File: src/sv/i2cbe_pkg.sv
// i2cbe_pkg: shared codes, sizes and the queued item type of the I2C bit engine.
// No dependencies; used by every module of the engine.
package i2cbe_pkg;

	localparam logic [2:0] CMD_NONE  = 3'd0;
	localparam logic [2:0] CMD_START = 3'd1;
	localparam logic [2:0] CMD_STOP  = 3'd2;
	localparam logic [2:0] CMD_WRITE = 3'd3;
	localparam logic [2:0] CMD_READ  = 3'd4;
	localparam logic [2:0] CMD_ACK   = 3'd5;

	localparam logic [2:0] PH_0      = 3'd0;
	localparam logic [2:0] PH_1      = 3'd1;
	localparam logic [2:0] PH_2      = 3'd2;
	localparam logic [2:0] PH_3      = 3'd3;
	localparam logic [2:0] PH_4      = 3'd4;
	localparam logic [2:0] PH_5      = 3'd5;
	localparam logic [2:0] PH_FINISH = 3'd7;

	localparam logic [15:0] DELAY_RESET = 16'd62;

	localparam int QUEUE_DEPTH = 4;
	localparam int QPTR_W      = $clog2(QUEUE_DEPTH);
	localparam int QCNT_W      = $clog2(QUEUE_DEPTH + 1);

	typedef struct packed {
		logic [2:0] cmd;
		logic       has_cmd;
		logic       legal;
		logic [7:0] data_byte;
		logic       ack_level;
		logic       sda_in;
	} item_t;

endpackage

File: src/sv/i2cbe_front.sv
// i2cbe_front: takes input transfers and classifies the command code.
// Depends on i2cbe_pkg; feeds i2cbe_queue.
module i2cbe_front
	import i2cbe_pkg::*;
(
	input  logic       in_valid,
	input  logic [2:0] cmd,
	input  logic [7:0] data_byte,
	input  logic       ack_level,
	input  logic       sda_in,
	input  logic       q_full,
	output logic       push,
	output item_t      push_item
);

	always_comb begin
		push_item.cmd       = cmd;
		push_item.has_cmd   = (cmd != CMD_NONE);
		push_item.legal     = cmd inside {[CMD_START:CMD_ACK]};
		push_item.data_byte = data_byte;
		push_item.ack_level = ack_level;
		push_item.sda_in    = sda_in;
	end

	assign push = in_valid & ~q_full;

endmodule

File: src/sv/i2cbe_queue.sv
// i2cbe_queue: short register queue between classifier and sequencer.
// Depends on i2cbe_pkg.
module i2cbe_queue
	import i2cbe_pkg::*;
(
	input  logic  clk,
	input  logic  arst_n,
	input  logic  push,
	input  item_t push_item,
	input  logic  pop,
	output logic  full,
	output logic  not_empty,
	output item_t head
);

	item_t               mem_q [QUEUE_DEPTH];
	logic [QPTR_W-1:0]   wr_ptr_q;
	logic [QPTR_W-1:0]   rd_ptr_q;
	logic [QCNT_W-1:0]   count_q;

	assign full      = (count_q == QCNT_W'(QUEUE_DEPTH));
	assign not_empty = (count_q != '0);
	assign head      = mem_q[rd_ptr_q];

	always_ff @(posedge clk) begin
		if (push) begin
			mem_q[wr_ptr_q] <= push_item;
		end
	end

	always_ff @(posedge clk or negedge arst_n) begin
		if (!arst_n) begin
			wr_ptr_q <= '0;
			rd_ptr_q <= '0;
			count_q  <= '0;
		end else begin
			if (push) begin
				wr_ptr_q <= wr_ptr_q + QPTR_W'(1);
			end
			if (pop) begin
				rd_ptr_q <= rd_ptr_q + QPTR_W'(1);
			end
			if (push && !pop) begin
				count_q <= count_q + QCNT_W'(1);
			end else if (pop && !push) begin
				count_q <= count_q - QCNT_W'(1);
			end
		end
	end

endmodule

File: src/sv/i2cbe_seq.sv
// i2cbe_seq: bus sequencer, one queued tick per cycle while out_stall allows, with output register.
// Depends on i2cbe_pkg; holds the edge delay register.
module i2cbe_seq
	import i2cbe_pkg::*;
(
	input  logic        clk,
	input  logic        arst_n,
	input  logic        cfg_we,
	input  logic [15:0] cfg_wdata,
	input  logic        q_not_empty,
	input  item_t       q_head,
	output logic        pop,
	output logic        out_valid,
	input  logic        out_stall,
	output logic        scl_level,
	output logic        sda_level,
	output logic        sda_drive,
	output logic        busy_res,
	output logic        done_res,
	output logic [7:0]  read_value,
	output logic        ack_seen,
	output logic        cmd_rejected
);

	logic [15:0] dly_q;
	logic [2:0]  act_q, n_act;
	logic [2:0]  ph_q, n_ph;
	logic [3:0]  bidx_q, n_bidx;
	logic [7:0]  sh_q, n_sh;
	logic [15:0] wc_q, n_wc;
	logic        scl_q, n_scl;
	logic        sda_q, n_sda;
	logic        drv_q, n_drv;
	logic        ack_q, n_ack;
	logic [7:0]  rhold_q, n_rhold;
	logic        n_done, n_rej;
	logic        run, adv, adv_dly, adv_last, fin;
	logic [2:0]  adv_next;
	logic [15:0] wc_dec;

	logic        out_valid_q, done_q, rej_q;

	assign pop    = q_not_empty & (~out_valid_q | ~out_stall);
	assign wc_dec = wc_q - 16'd1;

	always_comb begin
		n_act = act_q; n_ph = ph_q; n_bidx = bidx_q; n_sh = sh_q; n_wc = wc_q;
		n_scl = scl_q; n_sda = sda_q; n_drv = drv_q; n_ack = ack_q; n_rhold = rhold_q;
		n_done = 1'b0; n_rej = 1'b0;
		run = 1'b0; adv = 1'b0; adv_dly = 1'b0; adv_last = 1'b0; fin = 1'b0;
		adv_next = PH_0;

		if (act_q == CMD_NONE) begin
			if (q_head.legal) begin
				n_act  = q_head.cmd;
				n_ph   = PH_0;
				n_bidx = '0;
				n_wc   = '0;
				if (q_head.cmd == CMD_WRITE) begin
					n_sh = q_head.data_byte;
				end else if (q_head.cmd == CMD_ACK) begin
					n_sh = {7'd0, q_head.ack_level};
				end else if (q_head.cmd == CMD_READ) begin
					n_sh = '0;
				end
				run = 1'b1;
			end else begin
				n_rej = q_head.has_cmd;
			end
		end else begin
			n_rej = q_head.has_cmd;
			if (wc_q != '0) begin
				n_wc = wc_dec;
				if (wc_dec == '0 && ph_q == PH_FINISH) begin
					fin = 1'b1;
				end
			end else begin
				run = 1'b1;
			end
		end

		if (run) begin
			case (n_act)
				CMD_START: begin
					case (n_ph)
						PH_0: begin
							n_drv = 1'b1; n_sda = 1'b1; n_scl = 1'b1;
							adv = 1'b1; adv_next = PH_1; adv_dly = 1'b1;
						end
						PH_1: begin
							n_sda = 1'b0; adv = 1'b1; adv_next = PH_2; adv_dly = 1'b1;
						end
						PH_2: begin
							n_scl = 1'b0; adv = 1'b1; adv_dly = 1'b1; adv_last = 1'b1;
						end
						default: fin = 1'b1;
					endcase
				end
				CMD_STOP: begin
					case (n_ph)
						PH_0: begin
							n_drv = 1'b1; n_sda = 1'b0;
							adv = 1'b1; adv_next = PH_1; adv_dly = 1'b1;
						end
						PH_1: begin
							n_scl = 1'b1; adv = 1'b1; adv_next = PH_2; adv_dly = 1'b1;
						end
						PH_2: begin
							n_sda = 1'b1; adv = 1'b1; adv_dly = 1'b1; adv_last = 1'b1;
						end
						default: fin = 1'b1;
					endcase
				end
				CMD_ACK: begin
					case (n_ph)
						PH_0: begin
							n_drv = 1'b1; n_sda = n_sh[0];
							adv = 1'b1; adv_next = PH_1; adv_dly = 1'b1;
						end
						PH_1: begin
							n_scl = 1'b1; adv = 1'b1; adv_next = PH_2; adv_dly = 1'b1;
						end
						PH_2: begin
							n_scl = 1'b0; adv = 1'b1; adv_dly = 1'b1; adv_last = 1'b1;
						end
						default: fin = 1'b1;
					endcase
				end
				CMD_WRITE: begin
					case (n_ph)
						PH_0: begin
							n_drv = 1'b1; n_sda = n_sh[7];
							adv = 1'b1; adv_next = PH_1; adv_dly = 1'b1;
						end
						PH_1: begin
							n_scl = 1'b1; adv = 1'b1; adv_next = PH_2; adv_dly = 1'b1;
						end
						PH_2: begin
							n_scl  = 1'b0;
							n_sh   = {n_sh[6:0], 1'b0};
							n_bidx = n_bidx + 4'd1;
							adv    = 1'b1;
							adv_next = n_bidx[3] ? PH_3 : PH_0;
						end
						PH_3: begin
							n_sda = 1'b1; n_drv = 1'b0;
							adv = 1'b1; adv_next = PH_4; adv_dly = 1'b1;
						end
						PH_4: begin
							n_scl = 1'b1; adv = 1'b1; adv_next = PH_5; adv_dly = 1'b1;
						end
						PH_5: begin
							n_ack = q_head.sda_in; n_scl = 1'b0;
							adv = 1'b1; adv_last = 1'b1;
						end
						default: fin = 1'b1;
					endcase
				end
				CMD_READ: begin
					case (n_ph)
						PH_0: begin
							n_sda = 1'b1; n_drv = 1'b0;
							adv = 1'b1; adv_next = PH_1; adv_dly = 1'b1;
						end
						PH_1: begin
							n_scl = 1'b1; adv = 1'b1; adv_next = PH_2; adv_dly = 1'b1;
						end
						PH_2: begin
							n_sh   = {n_sh[6:0], q_head.sda_in};
							n_scl  = 1'b0;
							n_bidx = n_bidx + 4'd1;
							adv    = 1'b1;
							adv_dly = 1'b1;
							adv_last = n_bidx[3];
							adv_next = (dly_q != '0) ? PH_3 : PH_1;
						end
						PH_3: begin
							adv = 1'b1; adv_next = PH_1; adv_dly = 1'b1;
						end
						default: fin = 1'b1;
					endcase
				end
				default: fin = 1'b1;
			endcase
		end

		if (adv) begin
			n_wc = adv_dly ? dly_q : '0;
			if (adv_last) begin
				if (adv_dly && dly_q != '0) begin
					n_ph = PH_FINISH;
				end else begin
					fin = 1'b1;
				end
			end else begin
				n_ph = adv_next;
			end
		end

		if (fin) begin
			if (n_act == CMD_READ) begin
				n_rhold = n_sh;
			end
			n_act  = CMD_NONE;
			n_ph   = PH_0;
			n_wc   = '0;
			n_done = 1'b1;
		end
	end

	always_ff @(posedge clk or negedge arst_n) begin
		if (!arst_n) begin
			dly_q       <= DELAY_RESET;
			act_q       <= CMD_NONE;
			ph_q        <= PH_0;
			bidx_q      <= '0;
			sh_q        <= '0;
			wc_q        <= '0;
			scl_q       <= 1'b1;
			sda_q       <= 1'b1;
			drv_q       <= 1'b1;
			ack_q       <= 1'b0;
			rhold_q     <= '0;
			out_valid_q <= 1'b0;
			done_q      <= 1'b0;
			rej_q       <= 1'b0;
		end else begin
			if (cfg_we) begin
				dly_q <= cfg_wdata;
			end
			if (pop) begin
				act_q   <= n_act;
				ph_q    <= n_ph;
				bidx_q  <= n_bidx;
				sh_q    <= n_sh;
				wc_q    <= n_wc;
				scl_q   <= n_scl;
				sda_q   <= n_sda;
				drv_q   <= n_drv;
				ack_q   <= n_ack;
				rhold_q <= n_rhold;
				done_q  <= n_done;
				rej_q   <= n_rej;
				out_valid_q <= 1'b1;
			end else if (!out_stall) begin
				out_valid_q <= 1'b0;
			end
		end
	end

	assign out_valid    = out_valid_q;
	assign scl_level    = scl_q;
	assign sda_level    = sda_q;
	assign sda_drive    = drv_q;
	assign busy_res     = (act_q != CMD_NONE);
	assign done_res     = done_q;
	assign read_value   = rhold_q;
	assign ack_seen     = ack_q;
	assign cmd_rejected = rej_q;

`ifndef SYNTH
	a_wait_only_busy: assert property (@(posedge clk) disable iff (!arst_n)
		(wc_q != '0) |-> (act_q != CMD_NONE))
		else $error("wait count running while idle");

	a_finish_waits: assert property (@(posedge clk) disable iff (!arst_n)
		(ph_q == PH_FINISH) |-> (wc_q != '0))
		else $error("finish phase without trailing wait");

	a_done_idle: assert property (@(posedge clk) disable iff (!arst_n)
		(out_valid_q && done_q) |-> (act_q == CMD_NONE))
		else $error("done reported while still busy");
`endif

endmodule

File: src/sv/i2c_master_bit_engine_core.sv
// i2c_master_bit_engine_core: top level of the single-master I2C bit engine.
// Depends on i2cbe_pkg, i2cbe_front, i2cbe_queue and i2cbe_seq.
//
// channel | handshake          | payload
// in      | in_valid/in_stall  | cmd, data_byte, ack_level, sda_in (one bus tick)
// out     | out_valid/out_stall| scl_level, sda_level, sda_drive, busy_res,
//         |                    | done_res, read_value, ack_seen, cmd_rejected
// cfg     | cfg_we             | cfg_wdata (edge delay in ticks)
//
// One tick per cycle while out_stall is low; each input passes the queue, then the output register.
// The sequencer state is registered; a 4-entry queue decouples input and output.
// arst_n clears control state; delay register resets to 62 ticks, bus lines high.
// in_stall rises only when the queue is full; out_stall holds the output register.
module i2c_master_bit_engine_core
	import i2cbe_pkg::*;
(
	input  logic        clk,
	input  logic        arst_n,
	input  logic        cfg_we,
	input  logic [15:0] cfg_wdata,
	input  logic        in_valid,
	output logic        in_stall,
	input  logic [2:0]  cmd,
	input  logic [7:0]  data_byte,
	input  logic        ack_level,
	input  logic        sda_in,
	output logic        out_valid,
	input  logic        out_stall,
	output logic        scl_level,
	output logic        sda_level,
	output logic        sda_drive,
	output logic        busy_res,
	output logic        done_res,
	output logic [7:0]  read_value,
	output logic        ack_seen,
	output logic        cmd_rejected
);

	logic  push, pop, q_full, q_not_empty;
	item_t push_item, q_head;

	assign in_stall = q_full;

	i2cbe_front u_front (
		.in_valid  (in_valid),
		.cmd       (cmd),
		.data_byte (data_byte),
		.ack_level (ack_level),
		.sda_in    (sda_in),
		.q_full    (q_full),
		.push      (push),
		.push_item (push_item)
	);

	i2cbe_queue u_queue (
		.clk       (clk),
		.arst_n    (arst_n),
		.push      (push),
		.push_item (push_item),
		.pop       (pop),
		.full      (q_full),
		.not_empty (q_not_empty),
		.head      (q_head)
	);

	i2cbe_seq u_seq (
		.clk          (clk),
		.arst_n       (arst_n),
		.cfg_we       (cfg_we),
		.cfg_wdata    (cfg_wdata),
		.q_not_empty  (q_not_empty),
		.q_head       (q_head),
		.pop          (pop),
		.out_valid    (out_valid),
		.out_stall    (out_stall),
		.scl_level    (scl_level),
		.sda_level    (sda_level),
		.sda_drive    (sda_drive),
		.busy_res     (busy_res),
		.done_res     (done_res),
		.read_value   (read_value),
		.ack_seen     (ack_seen),
		.cmd_rejected (cmd_rejected)
	);

endmodule

File: config.mk
export PLATFORM = sky130hd
export DESIGN_NAME = i2c_master_bit_engine_core
export DESIGN_NICKNAME = d
export VERILOG_FILES = /design/src/sv/i2cbe_pkg.sv /design/src/sv/i2cbe_front.sv /design/src/sv/i2cbe_queue.sv /design/src/sv/i2cbe_seq.sv /design/src/sv/i2c_master_bit_engine_core.sv
export SDC_FILE = /design/constraint.sdc
export NUM_CORES = 1
export LEC_CHECK = 0
export BUFFER_PORTS_ARGS = -buffer_cell sky130_fd_sc_hd__buf_4
export CAP_MARGIN = 40
export CORE_MARGIN = 2
export CORE_UTILIZATION = 40
export CTS_CLUSTER_DIAMETER = 80
export DETAILED_ROUTE_END_ITERATION = 8
export PLACE_DENSITY = 0.58
export SYNTH_ARGS = -nofsm -noshare
export SYNTH_HDL_FRONTEND = slang
export SYNTH_SLANG_ARGS = --single-unit
File: constraint.sdc
create_clock -name clk -period 5.4 [get_ports clk]
set_input_delay 0.81 -clock clk [delete_from_list [all_inputs] [get_ports clk]]
set_output_delay 0.81 -clock clk [all_outputs]
set_load 0.01 [all_outputs]
# ---- After elaboration in Yosys (flattened, before gate mapping)
# Memories as Yosys holds them, arrays and structs flattened.
# Cells that the tools add are included.
dict set report word_totals {
  reg_bits 72
  ramBits 60
  out_inout_bits 17
  wordCells 181
  memories 1
}
dict set report classes {
  n_addsub 6
  n_lt_le_gt_ge 2
  n_eq_ne 27
  n_mux 86
  bitwise_logic 6
  reduce_logical 36
}
# memory words word_bits read_ports rd_clocked_by_memory_dff wr line
set mem_list {}
lappend mem_list {u_queue.mem_q 4 15 1 0 1 i2cbe_queue.sv:16} ;# item_t mem_q [QUEUE_DEPTH];
# op n
set ops {}
lappend ops {{2-to-1 mux 16 bit} 6}
lappend ops {{2-to-1 mux 8 bit} 8}
lappend ops {{2-to-1 mux 3 bit} 12}
lappend ops {{2-to-1 mux 1 bit} 34}
lappend ops {{nonzero test 16 bit} 2}
lappend ops {{== test 3 bit (second input constant)} 8}
lappend ops {{2-to-1 mux 4 bit} 5}
lappend ops {{one-hot mux 3 bit (3 select lines)} 2}
lappend ops {{logical NOT 16 bit} 1}
lappend ops {{one-hot mux 8 bit (2 select lines)} 1}
lappend ops {{subtractor 16 x 1 -> 16 bit (second input constant)} 1}
lappend ops {{== test 3 x 2 -> 1 bit (second input constant)} 5}
lappend ops {{!= test 3 x 1 -> 1 bit (second input constant)} 5}
lappend ops {{one-hot mux 1 bit (3 select lines)} 5}
lappend ops {{one-hot mux 3 bit (5 select lines)} 1}
lappend ops {{one-hot mux 1 bit (2 select lines)} 7}
lappend ops {{nonzero test 3 bit} 4}
lappend ops {{OR reduction 2 bit} 5}
lappend ops {{!= test 2 x 1 -> 1 bit (second input constant)} 4}
lappend ops {{AND reduction 8 bit} 1}
lappend ops {{nonzero test 4 bit} 2}
lappend ops {{OR reduction 4 bit} 2}
lappend ops {{AND reduction 7 bit} 1}
lappend ops {{== test 3 x 1 -> 1 bit (second input constant)} 2}
lappend ops {{26 further kinds} 39}

# ---- Logic depth before layout (Yosys ltp)
dict set report depth {
  depth_word 14
  ltp_mapped 12
  ltp_nobuf 10
}

# ---- By module
# Synthesis repeated with hierarchy kept, for this count alone.
dict set report unflattened {
  hier_cells 575
  hier_area_um2 7004.2
}
# module instances cells_each area_per_inst_um2
set by_module_without_submodules {}
lappend by_module_without_submodules {i2cbe_seq 1 446 4282.9}
lappend by_module_without_submodules {i2cbe_queue 1 113 2598.7}
lappend by_module_without_submodules {i2cbe_front 1 16 122.6}

# ---- Worst setup path after synthesis
# No wires, ideal clock.
dict set report synth_path {
  path_type {register -> register}
  startpoint {register u_queue.rd_ptr_q[0]}
  endpoint {register u_seq.rhold_q[0], in the netlist u_seq.read_value[0]}
  arrival_time_ns 2.972
  t_required_ns 5.273
  slack_ns 2.300
  path_stages_with_launch 11
  n_path_buf 2
  synth_period_minus_slack_ns 3.100
  path_cell_list {dfrtp_1 > buf_6 > mux4_2 > a31o_4 > and3_1 > a311oi_2 > a21boi_1 > o31ai_4 > and3_1 > buf_4 > mux2_1}
}
dict set report synth_via {
  elab_chain_len 13
  word_cells_on_any_way 61
  classes_between {add/sub (1); eq/ne (13); mux (38); reduce/logical (8); memory (1)}
}
# item line
set synth_lines {}
lappend synth_lines {{start, declared} i2cbe_queue.sv:18} ;# logic [QPTR_W-1:0] rd_ptr_q;
lappend synth_lines {{start signal, assigned} i2cbe_queue.sv:41} ;# rd_ptr_q <= rd_ptr_q + QPTR_W'(1);
lappend synth_lines {{memory read (4 x 15 bit) (*)} --}
lappend synth_lines {{2-to-1 mux 3 bit} i2cbe_seq.sv:54} ;# if (q_head.legal) begin
lappend synth_lines {{2-to-1 mux 3 bit} i2cbe_seq.sv:53} ;# if (act_q == CMD_NONE) begin
lappend synth_lines {{== test 3 x 1 -> 1 bit, or another cell as far along} --}
lappend synth_lines {{OR reduction 4 bit (no source line) or OR reduction 3 bit (tied branches)} --}
lappend synth_lines {{2-to-1 mux 1 bit, on equally long branches} --}
lappend synth_lines {{one-hot mux 1 bit (3 select lines)} i2cbe_seq.sv:83} ;# case (n_act)
lappend synth_lines {{2-to-1 mux 1 bit} i2cbe_seq.sv:82} ;# if (run) begin
lappend synth_lines {{logical AND 1 bit} i2cbe_seq.sv:190} ;# if (adv_dly && dly_q != '0) begin
lappend synth_lines {{2-to-1 mux 1 bit} i2cbe_seq.sv:190}
lappend synth_lines {{2-to-1 mux 1 bit} i2cbe_seq.sv:189} ;# if (adv_last) begin
lappend synth_lines {{2-to-1 mux 1 bit} i2cbe_seq.sv:187} ;# if (adv) begin
lappend synth_lines {{AND reduction 3 bit (no source line)} --}
lappend synth_lines {{end signal, assigned} i2cbe_seq.sv:241} ;# rhold_q <= n_rhold;
lappend synth_lines {{end, declared} i2cbe_seq.sv:35} ;# logic [7:0] rhold_q, n_rhold;
# Mark *: on every way between the ends. The rest lies on a longest branch, timed or not.
# A chain may end at the register's enable or synchronous reset.

# ---- Worst setup path after layout
dict set report layout_path {
  startpoint {register u_queue.rd_ptr_q[1]}
  endpoint {register u_seq.rhold_q[6], in the netlist u_seq.read_value[6]}
}
# The elaborated chain is that of the path after synthesis.

==> metrics.md <==
| Metric | Value |
|---|---|
| Normalized max-slew margin | `42.2%` |
| Slew Viols, Final | `0` |
| CTS tree | `done` |
| Mapped cell area | `6690 µm²` |
| Vias in the first global route | `4,706` |
| CTS Buffer Depth | `2` |
| # rows | `47` |
| Pint | `2.32 mW` |
| Top layer in use | `met4` |
| Syn_nets | `610` |
| Comb pwr share | `27.7%` |
| Gr usage total | `17.8%` |
| Max Clock Freq | `0.254 GHz` |
| Worst setup path start | `u_queue.rd_ptr_q[1]` |
| Design area | `7880 µm²` |
| Initial DRC count | `245` |
| Synth top area cells | `edfxtp_1, dfrtp_1, mux4_2` |
| Gpl congestion | `0.924` |
| Area delta synth->final | `17.7%` |
| Residual DRC | `0` |
| Setup violations, final | `0` |
| Seq/Total Area, Yosys | `54.0%` |
| Fillers | `1,495` |
| IO Pins | `51` |
| Final worst-path cycle share | `73.0%` |
| CTS Hold Bufs | `0` |
| Antenna Nets Post-Route | `0` |
| CP required | `5.71 ns` |
| Initial Util | `40.6%` |
| CTS root buf | `clkbuf_16` |
| Drt first pass iters | `5` |
| Switching Share | `35.1%` |
| Post-synth ARST share | `54.5%` |
| Avg WL per Cell | `17.9 µm` |
| Clock sinks | `132` |
| EDFF count, synth | `60` |
| Status | `finished clean` |
| Post-synthesis instance total | `566` |
| Crit path to | `u_seq.read_value[6]` |
| RSZ-0062 raised after global routing | `no` |
| Post-synth top flop | `dfrtp_1` |
| ANT cells | `0` |
| Seq pwr share | `40.2%` |
| Worst Path Arrival | `4.25 ns` |
| Worst R2R Path Depth | `8` |
| Commonest non-fill, non-tap cell in the layout | `dfrtp_1` |
| Final min period | `3.94 ns` |
| Total gr overflow | `0` |
| Wire length on met1 | `6.65 mm` |
| Most frequent cells in the layout | `dfrtp_1, nand2_1, edfxtp_1, buf_4, o21ai_0` |
| H-tree Lvls | `4` |
| FF-to-FF End | `u_seq.read_value[6]` |
| Drt total wl | `15.1 mm` |
| Met3 WL | `587 µm` |
| Critical path type | `register to register` |
| Clk Latency, worst-skew pair | `0.43 ns` |
| Clk slew on worst S/H paths | `0.07 ns` |
| Lkg Pwr | `3.11 nW` |
| P_sw | `1.25 mW` |
| Setup bufs post-CTS | `0` |
| Vias/cell | `5.61` |
| Footprint of the multi-input gates | `2910 µm²` |
| Peak supply drop | `0.000255 V` |
| First-pass GRT wire length | `24.8 mm` |
| Design Power | `3.58 mW` |
| Setup TNS | `0 ns` |
| Vias after detailed routing | `4,735` |
| Share of cells above drive strength 1 | `23.4%` |
| Worst-Margin Slew | `0.859 ns` |
| Min-delay worst type | `input pin to async pin` |
| R2R Setup Slk | `1.46 ns` |
| Register Area | `3610 µm²` |
| Die height | `133 µm` |
| Metal2 WL | `7.57 mm` |
| Crit-path max FO | `16` |
| Unique masters post-synth | `72` |
| Cts bufs inserted | `17` |
| Top cell type's share of synthesized area | `26.9%` |
| Largest net degree at the start of global routing | `42` |
| Die W | `133 µm` |
| Final hold vios | `0` |
| Final setup skew | `0.0197 ns` |
| Post-cts sizing count | `0` |
| Syn. warnings | `0` |
| Post-synthesis area per instance | `11.8 µm²` |
| Core Area | `16,500 µm²` |
| Hpwl dp | `10.5 mm` |
| Max-Cap Viols | `0` |
| Port bufs | `50` |
| Reg-to-Reg Start | `u_queue.rd_ptr_q[1]` |
| Die area | `17,800 µm²` |
| CP Launch Type | `register` |
| Initial antenna violation count | `0` |
| Cell taking the most area after synthesis | `edfxtp_1` |
| Clock Power Share | `32.1%` |
| Pwr Density | `454 nW/µm²` |
| Setup crit end kind | `register` |
| Post-DP Area | `7260 µm²` |
| Nets@finish | `655` |
| Flops & latches, synth | `132` |
worst min-delay path by stage:
stage / endpoint / slack (ns) / cells after the start
after floorplan: u_seq.bidx_q[2] / 0.44 / 1
after global placement: u_seq.sh_q[6] / 0.46 / 2
after detailed placement: u_seq.bidx_q[2] / 0.46 / 1
after CTS: u_seq.dly_q[11] / 0.33 / 1
after global routing: u_seq.dly_q[0] / 0.36 / 1
final: u_seq.sh_q[7] / 0.33 / 1
final cells by class:
type,instances,area share [%]
well taps,220,3.50
multi-input cells,395,36.9
clock buffers,17,5.40
repair buffers,56,5.50
inverters,9,0.429
flip-flops and latches,132,45.9
clock inverters,15,2.35
metal layers:
metal | global-route usage, % | vias to the layer above
met5 | 0 | -
met4 | 6.32 | 0
met3 | 4.07 | 21
met2 | 29.9 | 125
met1 | 22.8 | 2338
li1 | - | 2251
power groups by stage:
stage	Combinational (mW)	Sequential (mW)	Clock [mW]
floorplan	0.784	1.38	0
global placement	0.968	1.45	0
detailed placement	0.995	1.46	0
CTS	0.998	1.44	1.17
global route	1.10	1.47	1.22
finish	0.991	1.44	1.15
critical path, stage by stage (launching register included):
cell      delay [ns]
dfrtp_1         0.79
mux4_2          0.58
a31o_4          0.32
and3_1          0.21
a311oi_2        0.36
a21boi_1        0.18
o31ai_4         0.51
and3_1          0.48
mux2_1          0.37
cell families (layout without fill, tap and decap cells):
group | after synthesis | in the layout | synth area share [%]
muxes | 51 | 51 | 11.0
AOI/OAI and AO/OA | 142 | 142 | 15.1
adders and majority gates | 10 | 10 | 1.98
buffers and inverters | 39 | 97 | 2.56
and+or+nand+nor | 177 | 177 | 13.4
xor gates and xnor gates | 15 | 15 | 1.96
DFF | 132 | 132 | 54.0
registers in the layout (all words and copies together), names as in the netlist:
| signal | count |
|---|---|
| u_seq.dly_q | 16 |
| u_seq.bidx_q | 4 |
| u_queue.count_q | 3 |
| u_seq.cmd_rejected | 1 |
| u_queue.wr_ptr_q | 2 |
| u_seq.read_value | 8 |
| u_seq.done_res | 1 |
| u_seq.sh_q | 8 |
| u_queue.mem_q | 60 |
| u_seq.ack_seen | 1 |
| u_seq.sda_level | 1 |
| u_seq.act_q | 3 |
| u_seq.sda_drive | 1 |
| u_seq.wc_q | 16 |
| u_seq.scl_level | 1 |
| u_seq.ph_q | 3 |
| u_queue.rd_ptr_q | 2 |
| u_seq.out_valid | 1 |
Yosys cell counts, types with 2 or more instances:
cell type	instances
dfrtp_1	64
nand2_1	63
edfxtp_1	60
o21ai_0	38
nor2_1	22
a21oi_1	20
mux2_2	20
a22o_1	17
nor3_1	16
clkbuf_1	15
mux4_2	15
nand3_1	12
and2_1	11
ha_1	9
inv_1	9
mux2_1	9
or3_1	9
a22oi_1	8
buf_2	8
dfstp_2	8
nor4_1	8
o21ai_1	8
xnor2_1	8
mux2i_1	7
nor2b_1	7
o31ai_1	7
xor2_1	7
a31oi_1	6
nand4_1	6
a21o_1	5
buf_1	4
o21bai_1	4
and3_1	3
o31a_1	3
or4_1	3
a211o_1	2
a31oi_4	2
and3b_1	2
buf_4	2
nand2b_1	2
nor2_2	2
nor3b_1	2
nor4b_1	2
o22ai_1	2
or2_2	2
metrics by stage:
step	std cells	util, %	hold WS, ns	setup slack (ns)
CTS	844	47.8	0.330	1.43
global placement	809	43.9	0.457	1.58
detailed placement	812	44.1	0.458	1.44
global route	844	47.8	0.356	1.25
finish	844	47.8	0.333	1.46
floorplan	566	-	0.438	2.30
No activity file was read; power rests on OpenSTA's default activity.
